File: src/lowest_free_room_allocator_top_assert.svh
// ----------------------------------------------------------------------------
// Lowest free room allocator assertion macros
// Shared property shapes for the allocator's concurrent checks.
// ----------------------------------------------------------------------------
`ifndef LOWEST_FREE_ROOM_ALLOCATOR_TOP_ASSERT_SVH
`define LOWEST_FREE_ROOM_ALLOCATOR_TOP_ASSERT_SVH

// Same-cycle implication, disabled while reset is asserted.
`define LFRA_ASSERT_NOW(label, clk, rst_n, ante, cons) \
    label: assert property (@(posedge clk) disable iff (!rst_n) (ante) |-> (cons)) \
        else $error("allocator check failed");

// Next-cycle implication, disabled while reset is asserted.
`define LFRA_ASSERT_NEXT(label, clk, rst_n, ante, cons) \
    label: assert property (@(posedge clk) disable iff (!rst_n) (ante) |=> (cons)) \
        else $error("allocator check failed");

`endif

File: src/lfra_pkg.sv
// ----------------------------------------------------------------------------
// Lowest free room allocator package
// Field widths, limits and the types shared by the room cells and the top.
// ----------------------------------------------------------------------------
`timescale 1ns / 1ps

package lfra_pkg;

    localparam int TIME_W = 40;
    localparam int CNT_W  = 24;
    localparam int IN_W   = 20;
    localparam int ROOM_W = 7;
    localparam int CFG_W  = 8;

    localparam logic [TIME_W-1:0] TIME_MAX  = {TIME_W{1'b1}};
    localparam logic [CNT_W-1:0]  COUNT_MAX = {CNT_W{1'b1}};
    localparam logic [CFG_W-1:0]  CFG_RESET = 8'd128;

    typedef struct packed {
        logic [TIME_W-1:0] free_at;
        logic [CNT_W-1:0]  count;
    } cell_data_t;

    typedef struct packed {
        logic shift;
        logic load;
    } cell_ctrl_t;

endpackage

File: src/lfra_cell.sv
// ----------------------------------------------------------------------------
// Lowest free room allocator room cell
// Holds one room's free-at time and job count and passes them to its
// neighbor while the ring rotates.
// ----------------------------------------------------------------------------
`timescale 1ns / 1ps

module lfra_cell (
    input  logic                clk,
    input  logic                rst_n,
    input  lfra_pkg::cell_ctrl_t ctrl,
    input  lfra_pkg::cell_data_t nbr_data,
    input  lfra_pkg::cell_data_t wr_data,
    output lfra_pkg::cell_data_t data
);

    lfra_pkg::cell_data_t data_reg;
    lfra_pkg::cell_data_t data_next;

    always_comb
    begin
        data_next = data_reg;
        if (ctrl.shift)
        begin
            data_next = nbr_data;
        end
        else if (ctrl.load)
        begin
            data_next = wr_data;
        end
    end

    always_ff @(posedge clk or negedge rst_n)
    begin
        if (!rst_n)
        begin
            data_reg <= '0;
        end
        else
        begin
            data_reg <= data_next;
        end
    end

    assign data = data_reg;

endmodule

File: config.mk
export PLATFORM = sky130hd
export DESIGN_NAME = lfra_cell
export DESIGN_NICKNAME = d
export VERILOG_FILES = /design/src/lowest_free_room_allocator_top_assert.svh /design/src/lfra_pkg.sv /design/src/lfra_cell.sv
export SDC_FILE = /design/constraint.sdc
export NUM_CORES = 1
export LEC_CHECK = 0
export ABC_CLOCK_PERIOD_IN_PS = 800
export BUFFER_PORTS_ARGS = -buffer_cell sky130_fd_sc_hd__buf_2
export CAP_MARGIN = 40
export CORE_MARGIN = 2
export CORE_UTILIZATION = 38
export DETAILED_ROUTE_END_ITERATION = 16
export GPL_ROUTABILITY_DRIVEN = 1
export PLACE_DENSITY = 0.77
export SYNTH_ARGS = -nofsm -noshare
export SYNTH_HDL_FRONTEND = slang
export SYNTH_SLANG_ARGS = --single-unit
File: constraint.sdc
create_clock -name clk -period 0.8 [get_ports clk]
set_clock_uncertainty 0.1 [all_clocks]
set_input_delay 0.08 -clock clk [delete_from_list [all_inputs] [get_ports clk]]
set_output_delay 0.08 -clock clk [all_outputs]
set_load 0.005 [all_outputs]
Word level (Yosys, flattened, before mapping)
Index checks and enable logic that the tools add are counted.
{ "totals": {"register_bits": 64, "output_inout_bits": 64, "in_bits": 132} }
{ "op_classes": {"n_reduce_logical": 1, "mux": 2} }
{ "ops": {"columns": ["cell", "n"], "rows": [
  ["$mux W64", 2],
  ["$reduce_bool A2 Y1", 1]
]} }

Logic depth before layout (Yosys ltp)
Gate-level depths: netlist (run 1).
{ "depth": {"ltp_word": 2, "ltp_mapped": 4, "depth_no_buf": 2} }

Least setup slack after synthesis (run 1)
No wires, ideal clock.
{ "synth_timing": {"path_type": "input port to flip-flop", "start": "input port ctrl[0] in the netlist's numbering", "end": "register data_reg (netlist bit data[10])", "path_stages": 4, "arrival_time_ps": 627, "required_time_ps": 568, "slack_ps": -59, "setup_ps": 132, "path_cell_list": "buf_6 -> buf_8 -> mux2i_1 -> o21ai_1"} }
{ "synth_via": {"elab_chain_len": 1} }
{ "synth_rtl": {"columns": ["item", "line_no", "source"], "rows": [
  ["from (decl)", "lfra_cell.sv:11", "input lfra_pkg::cell_ctrl_t ctrl,"],
  ["$reduce_bool A2 Y1 (no source line)", null, null],
  ["to (signal assigned)", "lfra_cell.sv:41", "data_reg <= data_next;"],
  ["to (decl)", "lfra_cell.sv:17", "lfra_pkg::cell_data_t data_reg;"]
]} }
No other way between the ends.
A chain may end at the register's enable or synchronous reset.

Worst setup path after layout (run 1)
{ "layout_timing": {"start": "register data_reg (netlist bit data[58])", "end": "output port data[58] in the netlist's numbering"} }
{ "layout_lines": {"columns": ["item", "line_no", "source"], "rows": [
  ["to (decl)", "lfra_cell.sv:14", "output lfra_pkg::cell_data_t data"]
]} }
No word-level cell between the ends.

==> summary.md, run 1 <==
| Metric | Value |
|---|---|
| Maximum clock rate | `around 0.95 GHz` |
| Setup crit start | `data[58]` |
| Yosys top cell area share | `0.5401` |
| Worst Reg-to-Reg Cells | `3` |
| Largest net degree at the start of global routing | `56` |
| CP bufs+invs | `1` |
| Diode count | `0` |
| Mapped cell area | `2965 µm²` |
| Crit path kind | `reg2out` |
| Dominant cell type by area after synthesis | `dfrtp_1` |
| H-tree levels | `3` |
| Crit path largest cell delay | `approximately 0.4 ns` |
| CTS Buf Count | `9` |
| Reg-to-reg endpoint | `data[42]` |
| Synth warn | `0` |
| Nets | `between 700 and 800` |
| GRT Util Overall | `0.2256` |
| Status | `finished with violations` |
| Share of cells above drive strength 1 | `0.4303` |
| PwrDens | `between 1500 and 2000 nW/µm²` |
| Tcrit/Tclk final | `1.311` |
| Drt wl/cell | `14.61 µm` |
| Slowest cell on crit path | `dfrtp_1` |
| Grt ovf | `0` |
| Register area | `1602 µm²` |
| CP delay by family, top | `flip-flops` |
| Fin Hold WS | `-0.07402 ns` |
| Critical Path Stages | `1` |
| Vias in the first global route | `3,270` |
| R2r startpoint | `data[42]` |
| Synth-to-Final Area Change | `80.25%` |
| Ports | `approximately 200` |
| Main area contributors after synthesis | `dfrtp_1 54%, mux2i_1 22%, o21ai_1 10%` |
| Max-Cap Viols | `0` |
| Fin area | `about 5300 µm²` |
| LEAKAGE | `around 2.8 nW` |
| Initial Utilization | `0.3878` |
| Worst reg-to-reg setup slack | `-0.20 ns` |
| Multi-input logic area | `~1200 µm²` |
| Cts hold-fix bufs | `79` |
| Dpl hpwl | `~5700 µm` |
| Failing checks | `negative hold slack, negative setup slack` |
| Distinct cells, synth | `10` |
| Final setup vio count | `117` |
| Clk slew on worst S/H paths | `0.07 ns` |
| Slew at the pin closest to its max-slew limit | `about 0.25 ns` |
| Slew margin rel. | `0.8302` |
| # clock sinks | `64` |
| Mapped Avg Cell Area | `10.71 µm²` |
| Fill count | `approximately 550` |
| Final Util | `0.6990` |
| Crit path cell chain | `buf_2` |
| Total power | `a little under 9 mW` |
| Clock period minus final worst setup slack | `1.049 ns` |
| Syn_nets | `between 400 and 500` |
| Vias | `about 3.3k` |
| Dpl cell area | `between 4000 and 5000 µm²` |
| Worst-Skew Late Latency | `between 0.3 and 0.4 ns` |
| Initial antenna violation count | `0` |
| First-pass GRT wire length | `approximately 15,000 µm` |
| Clk root buf | `clkbuf_8` |
| Core Rows | `32` |
| Hold Path Cell Cnt | `3` |
| TritonCTS clock tree | `built` |
| Die area | `8526 µm²` |
| Core ar. | `7647 µm²` |
| Detailed Routing Iterations Pass 1 | `6` |
| Largest register FFs | `64` |
| Commonest non-fill, non-tap cell in the layout | `buf_2` |
| Slew Limit Fails | `0` |
| Via-to-Cell Ratio | `4.710` |
| Clock Path Buffers | `2` |
| Class of the worst hold path | `in2reg` |
| Critical Path Fanout Max | `2` |
| DRC errors left | `0` |
| Crit end category | `primary output` |
| Post-DRT Antenna Nets | `0` |
| Fin. Hold Viols | `49` |
| Final setup margin | `-0.2489 ns` |
| Most frequent cells in the layout | `193 x buf_2, 77 x dlygate4sd3_1, 64 x nand2_1, 64 x o21ai_1, 64 x dfrtp_1` |
| Req. time, crit path | `about 0.62 ns` |
| Post-route setup TNS | `-19.28 ns` |
| RSZ-0062 raised after global routing | `true` |
| Routability Congestion | `between 0.7 and 0.8` |
| Post-synthesis sequential area ratio | `0.5401` |
| Die span in x | `between 90 and 100 µm` |
| DIE HEIGHT | `around 92 µm` |
| Port Buffer Count | `~200` |
| Final wirelength | `slightly above 10,000 µm` |
| Starting DRT DRC Count | `101` |
| CP Data Arrival Time | `0.87 ns` |
| Cells after Synth | `277` |
| Synth Register Bits | `between 60 and 70` |
| Critical Path Start Type | `register` |
| Max IR drop VDD | `0.9163 mV` |
| Critical Path Sink | `data[58]` |
==> tightest hold or removal path: stages <==
cell	delay, ns
buf_2	0.07
mux2i_1	0.06
o21ai_1	0.10
==> repair_timing <==
action	CTS	global route
endpoints found under the hold margin	128	49
gates resized for setup	3	12
setup buffers	16	19
setup endpoints to repair	104	128
pin swaps	0	9
==> worst min path at each step <==
stage                     start       end  slack, ns
finish               wr_data[5]   data[5]      -0.07
detailed placement        rst_n  data[37]     -0.002
global placement          rst_n  data[37]      -0.01
CTS                 wr_data[11]  data[11]      -0.09
floorplan                 rst_n   data[0]      -0.32
global route         wr_data[5]   data[5]      -0.07
==> cell type report <==
cell class              count  share of cell area
clock inverters             3             0.01217
multi-input cells         192              0.2268
well taps                 102             0.02388
repair buffers            316              0.4096
clock buffers              13             0.02786
flip-flops and latches     64              0.2996
==> synth_stat cells <==
master    count
o21ai_1      60
o21ai_0       4
buf_6         1
mux2i_1      64
buf_2         4
clkbuf_1      9
nand2_1      64
dfrtp_1      64
buf_8         6
buf_4         1
==> power by group <==
group | switching, mW | leakage (nW) | internal, mW | total (mW)
clock network | 1.16 | 0.108 | 1.84 | 3.00
registers | 0.175 | 0.772 | 3.54 | 3.71
logic | 0.838 | 1.97 | 1.24 | 2.08
total | 2.17 | 2.85 | 6.61 | 8.79
==> per-stage QoR <==
step / cells / hold slack (ns) / setup WS, ns
floorplan: 277 / -0.3156 / -0.01631
global placement: 560 / -0.01189 / -0.1645
detailed placement: 560 / -0.002221 / -0.2299
CTS: 671 / -0.08653 / -0.2646
global route: 690 / -0.07242 / -0.2867
finish: 690 / -0.07402 / -0.2489
==> logic make-up after synthesis <==
| logic type | Yosys count | share of synthesized area |
|---|---|---|
| AO/OA/AOI/OAI | 64 | 0.1080 |
| buffers and inverters | 21 | 0.05485 |
| flip-flops | 64 | 0.5401 |
| AND/OR/NAND/NOR | 64 | 0.08101 |
| multiplexers | 64 | 0.2160 |
==> layer usage <==
metal | wire [µm] | track usage | vias to the layer above
li1 | - | - | 1562
met1 | 3781 | 0.2361 | 1503
met2 | 5373 | 0.4294 | 155
met3 | 611 | 0.04963 | 30
met4 | 314 | 0.09701 | 0
met5 | 0 | 0 | -
No activity file was read; power rests on OpenSTA's default activity.
==> run 2, diff against run 1 <==
- CELL_PAD_IN_SITES_DETAIL_PLACEMENT: unset -> 1
- CELL_PAD_IN_SITES_GLOBAL_PLACEMENT: unset -> 1
- CORE_UTILIZATION: 38 -> 27
- PLACE_DENSITY: 0.77 -> 0.76
- SLEW_MARGIN: unset -> 10
==> summary.md, run 2 (synthesis gave the netlist of run 1 again) <==
| Metric | Value |
|---|---|
| CP delay by family, top | `flip-flops` |
| Maximum clock rate | `0.9514 GHz` |
| Slew margin rel. | `0.8561` |
| Dpl cell area | `4101 µm²` |
| Failing checks | `negative hold slack, negative setup slack` |
| Worst Reg-to-Reg Cells | `3` |
| Vias in the first global route | `between 3k and 4k` |
| Status | `finished with violations` |
| Core ar. | `~11,000 µm²` |
| Via-to-Cell Ratio | `around 4.6` |
| Critical Path Stages | `1` |
| Max-Cap Viols | `0` |
| Most frequent cells in the layout | `193 x buf_2, 76 x dlygate4sd3_1` |
| Crit path largest cell delay | `around 0.4 ns` |
| Core Rows | `38` |
| Worst-Skew Late Latency | `0.33 ns` |
| Fin. Hold Viols | `45` |
| Dpl hpwl | `6565 µm` |
| Detailed Routing Iterations Pass 1 | `4` |
| Crit path kind | `reg2out` |
| Final wirelength | `about 11,000 µm` |
| Final setup margin | `-0.2510 ns` |
| # clock sinks | `64` |
| Clk slew on worst S/H paths | `0.08 ns` |
| Class of the worst hold path | `in2reg` |
| Initial antenna violation count | `2` |
| Hold path startpoint | `wr_data[23]` |
| Reg-to-reg endpoint | `data[16]` |
| Largest register FFs | `64` |
| Setup crit start | `data[10]` |
| CTS Buf Count | `9` |
| LEAKAGE | `between 2 and 3 nW` |
| Cts hold-fix bufs | `between 80 and 90` |
| Clock period minus final worst setup slack | `approximately 1.1 ns` |
| First-pass GRT wire length | `16,930 µm` |
| Tcrit/Tclk final | `1.314` |
| DRC errors left | `0` |
| Vias | `around 3.3k` |
| CP Data Arrival Time | `0.87 ns` |
| DIE HEIGHT | `108.8 µm` |
| Routability Congestion | `0.7090` |
| Fin Hold WS | `-0.06351 ns` |
| Ports | `~200` |
| Post-DRT Antenna Nets | `0` |
| Port Buffer Count | `195` |
| Slew Limit Fails | `0` |
| Crit path cell chain | `buf_2` |
| Initial Utilization | `0.2748` |
| Critical Path Fanout Max | `2` |
| Share of cells above drive strength 1 | `0.4188` |
| Slew at the pin closest to its max-slew limit | `about 0.21 ns` |
| Req. time, crit path | `slightly above 0.6 ns` |
| Largest net degree at the start of global routing | `56` |
| Max IR drop VDD | `between 0.7 and 0.8 mV` |
| TritonCTS clock tree | `built` |
| Hold EP | `data[23]` |
| Clk root buf | `clkbuf_8` |
| Critical Path Start Type | `register` |
| Final setup vio count | `between 100 and 150` |
| Finished Layout Cells | `between 700 and 800` |
| Final Util | `0.4958` |
| Die area | `roughly 12,000 µm²` |
| Synth-to-Final Area Change | `80.46%` |
| Grt ovf | `0` |
| Post-route setup TNS | `-18.58 ns` |
| R2r startpoint | `data[16]` |
| Crit end category | `primary output` |
| Fin area | `5351 µm²` |
| Drt wl/cell | `about 16 µm` |
| Slowest cell on crit path | `dfrtp_1` |
| Hold Path Cell Cnt | `3` |
| Nets | `713` |
| Starting DRT DRC Count | `126` |
| CP bufs+invs | `1` |
| GRT Util Overall | `0.1860` |
| Worst reg-to-reg setup slack | `-0.19 ns` |
| Placed Cells | `600` |
| PwrDens | `~1600 nW/µm²` |
| Clock Path Buffers | `2` |
| H-tree levels | `3` |
| Met1 WL | `4145 µm` |
| RSZ-0062 raised after global routing | `true` |
| Die span in x | `108.8 µm` |
| Highest Signal Layer | `met4` |
| Met2 wire length | `6262 µm` |
| Met3 wire len | `633 µm` |
| Commonest non-fill, non-tap cell in the layout | `buf_2` |
run 2: what timing repair did:
action / in CTS / in global routing
cloned: 0 / 0
endpoints found under the setup margin: 108 / 128
endpoints found under the hold margin: 128 / 45
pin swaps: 0 / 9
setup buffers: 10 / 18
resized for setup: 4 / 9
run 2: layer usage:
layer | GRT usage | up-vias
li1 | - | 1567
met1 | 0.1965 | 1597
met2 | 0.3455 | 125
met3 | 0.04184 | 26
met4 | 0.09249 | 0
met5 | 0 | -
run 2: where the power goes:
| part | internal (mW) | switching (mW) | total (mW) |
|---|---|---|---|
| registers | 3.54 | 0.174 | 3.71 |
| logic | 1.20 | 0.848 | 2.05 |
| clock network | 1.51 | 1.19 | 2.70 |
run 2: worst min-delay path, delay by kind of cell:
kind | cells | cell delay (ns)
AO/OA/AOI/OAI | 1 | 0.12
buffers and inverters | 1 | 0.08
multiplexers | 1 | 0.06
run 2: area by class of cell:
| type | instances | area (µm²) |
|---|---|---|
| diodes | 2 | 5.005 |
| clock buffers | 12 | 145.1 |
| clock inverters | 3 | 42.54 |
| well taps | 140 | 175.2 |
| flip-flops and latches | 64 | 1602 |
| repair buffers | 314 | 2181 |
| fillers | 1253 | 5441 |
| multi-input cells | 192 | 1201 |
run 2: stage by stage:
| stage | worst slack, ns | power [mW] |
|---|---|---|
| 3_5_place_dp | -0.2431 | 5.263 |
| 2_1_floorplan | -0.01631 | 4.406 |
| 3_3_place_gp | -0.1951 | 5.196 |
| 5_1_grt | -0.2905 | 8.911 |
| 4_1_cts | -0.2680 | 8.397 |
| 6_report | -0.2510 | 8.458 |
run 2: worst max-delay path by stage:
stage | end | slack [ns]
6_report | data[10] | -0.25
5_1_grt | data[10] | -0.29
4_1_cts | data[33] | -0.27
3_5_place_dp | data[61] | -0.24
3_3_place_gp | data[63] | -0.20
2_1_floorplan | data[10] | -0.02
